File: config.mk
export PLATFORM = sky130hd
export DESIGN_NAME = lhs_ctrl
export DESIGN_NICKNAME = d
export VERILOG_FILES = /design/src/rtl/lhs_pkg.sv /design/src/rtl/lhs_ctrl.sv
export SDC_FILE = /design/constraint.sdc
export NUM_CORES = 1
export LEC_CHECK = 0
export CAP_MARGIN = 20
export CORE_AREA = 10 10 47 49
export CTS_BUF_LIST = sky130_fd_sc_hd__clkbuf_8
export DETAILED_ROUTE_END_ITERATION = 7
export DIE_AREA = 0 0 57 59
export DONT_BUFFER_PORTS = 1
export GPL_ROUTABILITY_DRIVEN = 0
export PLACE_DENSITY = 0.54
export SLEW_MARGIN = 10
export SYNTH_ARGS = -nofsm -noshare
export SYNTH_HDL_FRONTEND = slang
export SYNTH_SLANG_ARGS = --single-unit
File: constraint.sdc
create_clock -name clk -period 1.19 [get_ports clk]
set_clock_uncertainty 0.1 [all_clocks]
set_input_delay 0.1785 -clock clk [delete_from_list [all_inputs] [get_ports clk]]
set_output_delay 0.1785 -clock clk [all_outputs]
set_load 0.005 [all_outputs]
File: src/rtl/lhs_pkg.sv
package lhs_pkg;

  localparam int MAX_SAMPLES    = 1024;
  localparam int MAX_DIMENSIONS = 8;

  localparam int CELL_W = 10;
  localparam int ADDR_W = $clog2(MAX_SAMPLES);
  localparam int N_W    = ADDR_W + 1;
  localparam int COMP_W = $clog2(MAX_DIMENSIONS);
  localparam int D_W    = COMP_W + 1;
  localparam int Q_W    = 16;
  localparam int OFS_W  = 10;
  localparam int CMD_W  = 2;
  localparam int ST_W   = 2;
  localparam int IDX_W  = 2;
  localparam int CFG_W  = 11;
  localparam int ROW_W  = MAX_DIMENSIONS * CELL_W;

  localparam logic [N_W-1:0] N_MAX = N_W'(MAX_SAMPLES);
  localparam logic [D_W-1:0] D_MAX = D_W'(MAX_DIMENSIONS);
  localparam logic [Q_W-1:0] HALF_Q16 = 16'h8000;

  localparam logic [CMD_W-1:0] CMD_RESTART = 2'd0;
  localparam logic [CMD_W-1:0] CMD_DRAW    = 2'd1;
  localparam logic [CMD_W-1:0] CMD_EMIT    = 2'd2;

  localparam logic [ST_W-1:0] ST_OK    = 2'd0;
  localparam logic [ST_W-1:0] ST_RANGE = 2'd1;
  localparam logic [ST_W-1:0] ST_SEQ   = 2'd2;

  localparam logic [IDX_W-1:0] REG_SAMPLES = 2'd0;
  localparam logic [IDX_W-1:0] REG_DIMS    = 2'd1;
  localparam logic [IDX_W-1:0] REG_SHIFT   = 2'd2;

  typedef enum logic [1:0] {
    RES_RESTART,
    RES_SEQ,
    RES_DRAW,
    RES_EMIT
  } res_kind_t;

  typedef struct packed {
    logic      accept;
    logic      restart;
    logic      clr_we;
    logic      draw_rd;
    logic      draw_wi;
    logic      draw_wj;
    logic      emit_rd;
    logic      div_start;
    logic      load;
    res_kind_t kind;
  } dp_ctrl_t;

  typedef struct packed {
    logic clr_last;
    logic draw_ok;
    logic emit_ok;
    logic div_done;
    logic out_free;
  } dp_stat_t;

endpackage

File: src/rtl/lhs_ctrl.sv
module lhs_ctrl
  import lhs_pkg::*;
(
  input  logic             clk,
  input  logic             rst,
  input  logic             in_valid,
  input  logic [CMD_W-1:0] in_cmd,
  output logic             in_ready,
  input  dp_stat_t         stat,
  output dp_ctrl_t         ctrl
);

  typedef enum logic [3:0] {
    S_BOOT,
    S_IDLE,
    S_CLEAR,
    S_DRAW_RD,
    S_DRAW_WI,
    S_DRAW_WJ,
    S_EMIT_RD,
    S_EMIT_GO,
    S_EMIT_DIV,
    S_RESP
  } state_t;

  state_t    state;
  state_t    state_next;
  res_kind_t kind;
  res_kind_t kind_next;

  always_comb begin
    ctrl       = '0;
    ctrl.kind  = kind;
    in_ready   = (state == S_IDLE);
    state_next = state;
    kind_next  = kind;
    unique case (state)
      S_BOOT: begin
        ctrl.clr_we = 1'b1;
        if (stat.clr_last) begin
          state_next = S_IDLE;
        end
      end
      S_IDLE: begin
        if (in_valid) begin
          ctrl.accept = 1'b1;
          unique case (in_cmd)
            CMD_RESTART: begin
              ctrl.restart = 1'b1;
              state_next   = S_CLEAR;
              kind_next    = RES_RESTART;
            end
            CMD_DRAW: begin
              state_next = stat.draw_ok ? S_DRAW_RD : S_RESP;
              kind_next  = stat.draw_ok ? RES_DRAW : RES_SEQ;
            end
            CMD_EMIT: begin
              state_next = stat.emit_ok ? S_EMIT_RD : S_RESP;
              kind_next  = stat.emit_ok ? RES_EMIT : RES_SEQ;
            end
            default: begin
              state_next = S_RESP;
              kind_next  = RES_SEQ;
            end
          endcase
        end
      end
      S_CLEAR: begin
        ctrl.clr_we = 1'b1;
        if (stat.clr_last) begin
          state_next = S_RESP;
        end
      end
      S_DRAW_RD: begin
        ctrl.draw_rd = 1'b1;
        state_next   = S_DRAW_WI;
      end
      S_DRAW_WI: begin
        ctrl.draw_wi = 1'b1;
        state_next   = S_DRAW_WJ;
      end
      S_DRAW_WJ: begin
        ctrl.draw_wj = 1'b1;
        state_next   = S_RESP;
      end
      S_EMIT_RD: begin
        ctrl.emit_rd = 1'b1;
        state_next   = S_EMIT_GO;
      end
      S_EMIT_GO: begin
        ctrl.div_start = 1'b1;
        state_next     = S_EMIT_DIV;
      end
      S_EMIT_DIV: begin
        if (stat.div_done) begin
          state_next = S_RESP;
        end
      end
      S_RESP: begin
        if (stat.out_free) begin
          ctrl.load  = 1'b1;
          state_next = S_IDLE;
        end
      end
      default: begin
        state_next = S_IDLE;
      end
    endcase
  end

  always_ff @(posedge clk) begin
    if (rst) begin
      state <= S_BOOT;
      kind  <= RES_RESTART;
    end else begin
      state <= state_next;
      kind  <= kind_next;
    end
  end

endmodule

==> impl_metrics.env <==
export IMPL_status="finished, violations left"
export IMPL_violations="setup timing"
export IMPL_critPathArrivalTime_ns=1.24
export IMPL_ys_top_cells_by_count="nor3_1, dfxtp_1"
export IMPL_core_sq_um=1400
export IMPL_slew_violations=0
export IMPL_synth_ff_type="dfxtp_1"
export IMPL_ys_types=27
export IMPL_insertedDiodeCount=0
export IMPL_clockBufferDepth=2
export IMPL_synth_seq_cells=6
export IMPL_antenna_found_initial=0
export IMPL_drc_errors=0
export IMPL_grt_max_degree=8
export IMPL_die_w_um=57
export IMPL_hpwlAfterDp_um=1210
export IMPL_max_freq_ghz=0.659
export IMPL_synth_largest_area_cell="dfxtp_1"
export IMPL_ys_seq_area_share_pct=24.6
export IMPL_vias=714
export IMPL_hold_class="in2reg"
export IMPL_syn_nets=74
export IMPL_worstSkewPairLatency_ns=0.23
export IMPL_multi_input_area_sq_um=470
export IMPL_portBuffers=0
export IMPL_tightest_slew_ns=0.318
export IMPL_drive_above_1_share_pct=70.0
export IMPL_yosysTopAreaCellShare_pct=24.6
export IMPL_crit_path_end_kind="primary output"
export IMPL_fin_crit_sh_pct=128
export IMPL_drt_total_wl_um=2700
export IMPL_fin_nets=112
export IMPL_criticalPathCategory="reg2out"
export IMPL_io_pin_count=22
export IMPL_initial_core_util_pct=34.9
export IMPL_hold_violations=0
export IMPL_max_vdd_ir_drop_mv=0.587
export IMPL_grt_pass1_vias=660
export IMPL_relSlewSlack_pct=78.7
export IMPL_die_area_sq_um=3360
export IMPL_die_h_um=59
export IMPL_yosysMostFrequentCell="nor3_1"
export IMPL_worstSetupStartpointType="flip-flop"
export IMPL_clkSinkCount=6
export IMPL_path_max_fanout=6
export IMPL_path_clk_slew_ns=0.04
export IMPL_postRouteAntennaNets=0
export IMPL_setup_viol=16
export IMPL_grt_pass1_wl_um=3130
export IMPL_critPathRequiredTime_ns=0.91
export IMPL_fillers=88
export IMPL_fin_area_sq_um=1050
export IMPL_syn_to_final_growth_pct=115
export IMPL_placement_cell_area_sq_um=626
export IMPL_avgSynthCellArea_sq_um=7.64
export IMPL_root_buffer="clkbuf_8"
export IMPL_synth_edf_count=0
export IMPL_period_minus_slack_ns=1.52
export IMPL_overflow=0
export IMPL_maxCapViolCount=0
export IMPL_first_iter_violations=43
export IMPL_fin_ws_ns=-0.328
export IMPL_mappedNetlistArea_sq_um=489
export IMPL_tns_ns=-3.60
export IMPL_first_pass_iters=4
export IMPL_cts_tree="yes"
export IMPL_p_leak_nw=0.422
export IMPL_post_drt_wl_per_cell_um=23.2
export IMPL_power_density_nw_per_um2=738
export IMPL_yosys_warnings=0
export IMPL_grtUsageTotal_pct=11.9
export IMPL_rsz0062_at_grt="yes"
export IMPL_syn_instance_count=64
export IMPL_synth_area_top_cells="dfxtp_1, nor3_1, a311oi_1, a21oi_1, nor4b_4"
export IMPL_regArea_sq_um=135
export IMPL_via_per_inst=6.16
export IMPL_cts_made_buffers=3
export IMPL_async_reset_ff_share_pct=0
export IMPL_h_tree_depth=1
export IMPL_pre_cts_ws_ns=-0.246
export IMPL_std_cell_rows=14
[state kept, by name, summed over array words and instances, names as in the netlist]
name	count
kind	2
state	4
[report_power, final]
group	internal [W]	total, W	leakage [nW]	switching [W]
registers	0.000205	0.000216	0.0519	0.0000110
clock network	0.000219	0.000326	0.0216	0.000107
logic	0.000130	0.000234	0.349	0.000103
total	0.000554	0.000776	0.422	0.000221
[stage by stage]
step | utilization, % | hold slack (ns) | instances | total power [W]
finish | 75.0 | 0.0211 | 116 | 0.000776
global route | 75.0 | 0.0254 | 116 | 0.000796
CTS | 67.7 | 0.0233 | 109 | 0.000724
detailed placement | 44.6 | 0.155 | 93 | 0.000352
global placement | 44.6 | 0.153 | 93 | 0.000351
floorplan | - | 0.151 | 64 | 0.000296
[cells by family (layout without fill, tap and decap cells)]
group | count (synthesis) | in the layout | synth area share, %
AND/OR/NAND/NOR | 31 | 31 | 37.3
flip-flops | 6 | 6 | 24.6
AO/OA/AOI/OAI | 15 | 15 | 22.5
XOR/XNOR | 1 | 1 | 1.79
multiplexers | 2 | 2 | 4.09
buffers and inverters | 9 | 45 | 9.72
[worst max-delay path: stages, from the launching register on]
cell     delay (ns)
dfxtp_4        0.37
nor4b_4        0.36
nand2_2        0.12
nor3_2         0.16
[path summary, 6_finish.rpt]
check	start	endpoint	slack [ns]	cells past startpoint
setup / recovery	state[3]	ctrl[9]	-0.33	3
hold / removal	rst	state[0]	0.02	2
setup reg to reg	state[3]	kind[0]	-0.25	5
hold reg to reg	kind[1]	kind[1]	0.42	2
[cell usage in the layout (no fill, tap or decap), types with 2 or more instances in the layout]
master	n
buf_4	19
buf_6	14
nor3_4	7
dfxtp_4	4
nand2_2	3
nor2_1	3
a21oi_2	3
a311oi_1	3
clkbuf_8	3
inv_2	2
inv_1	2
nand2b_1	2
nand3b_1	2
a21oi_1	2
o21ai_1	2
nor2b_1	2
mux2i_1	2
nand3_1	2
dfxtp_1	2
buf_8	2
[area by class of cell]
type	instances	area share [%]
multi-input combinational	49	44.8
timing repair buffer	37	34.3
sequential	6	12.9
clock buffer	3	3.93
inverter	5	2.26
tap	16	1.90
[routing by layer]
layer	routed length (um)	up-vias	track usage, %
met5	0	-	0
met1	1000	335	11.0
met2	1300	57	22.5
li1	-	306	-
met4	121	0	8.05
met3	270	16	3.00
[repair_timing]
| action | in CTS | in global routing |
|---|---|---|
| setup buffers | 12 | 7 |
| hold endpoints to repair | 2 | 0 |
| gates resized for setup | 49 | 14 |
| setup endpoints to repair | 16 | 16 |
| pin swaps | 16 | 11 |
| hold buffers | 1 | 0 |
(Power assumes the default switching activity.)
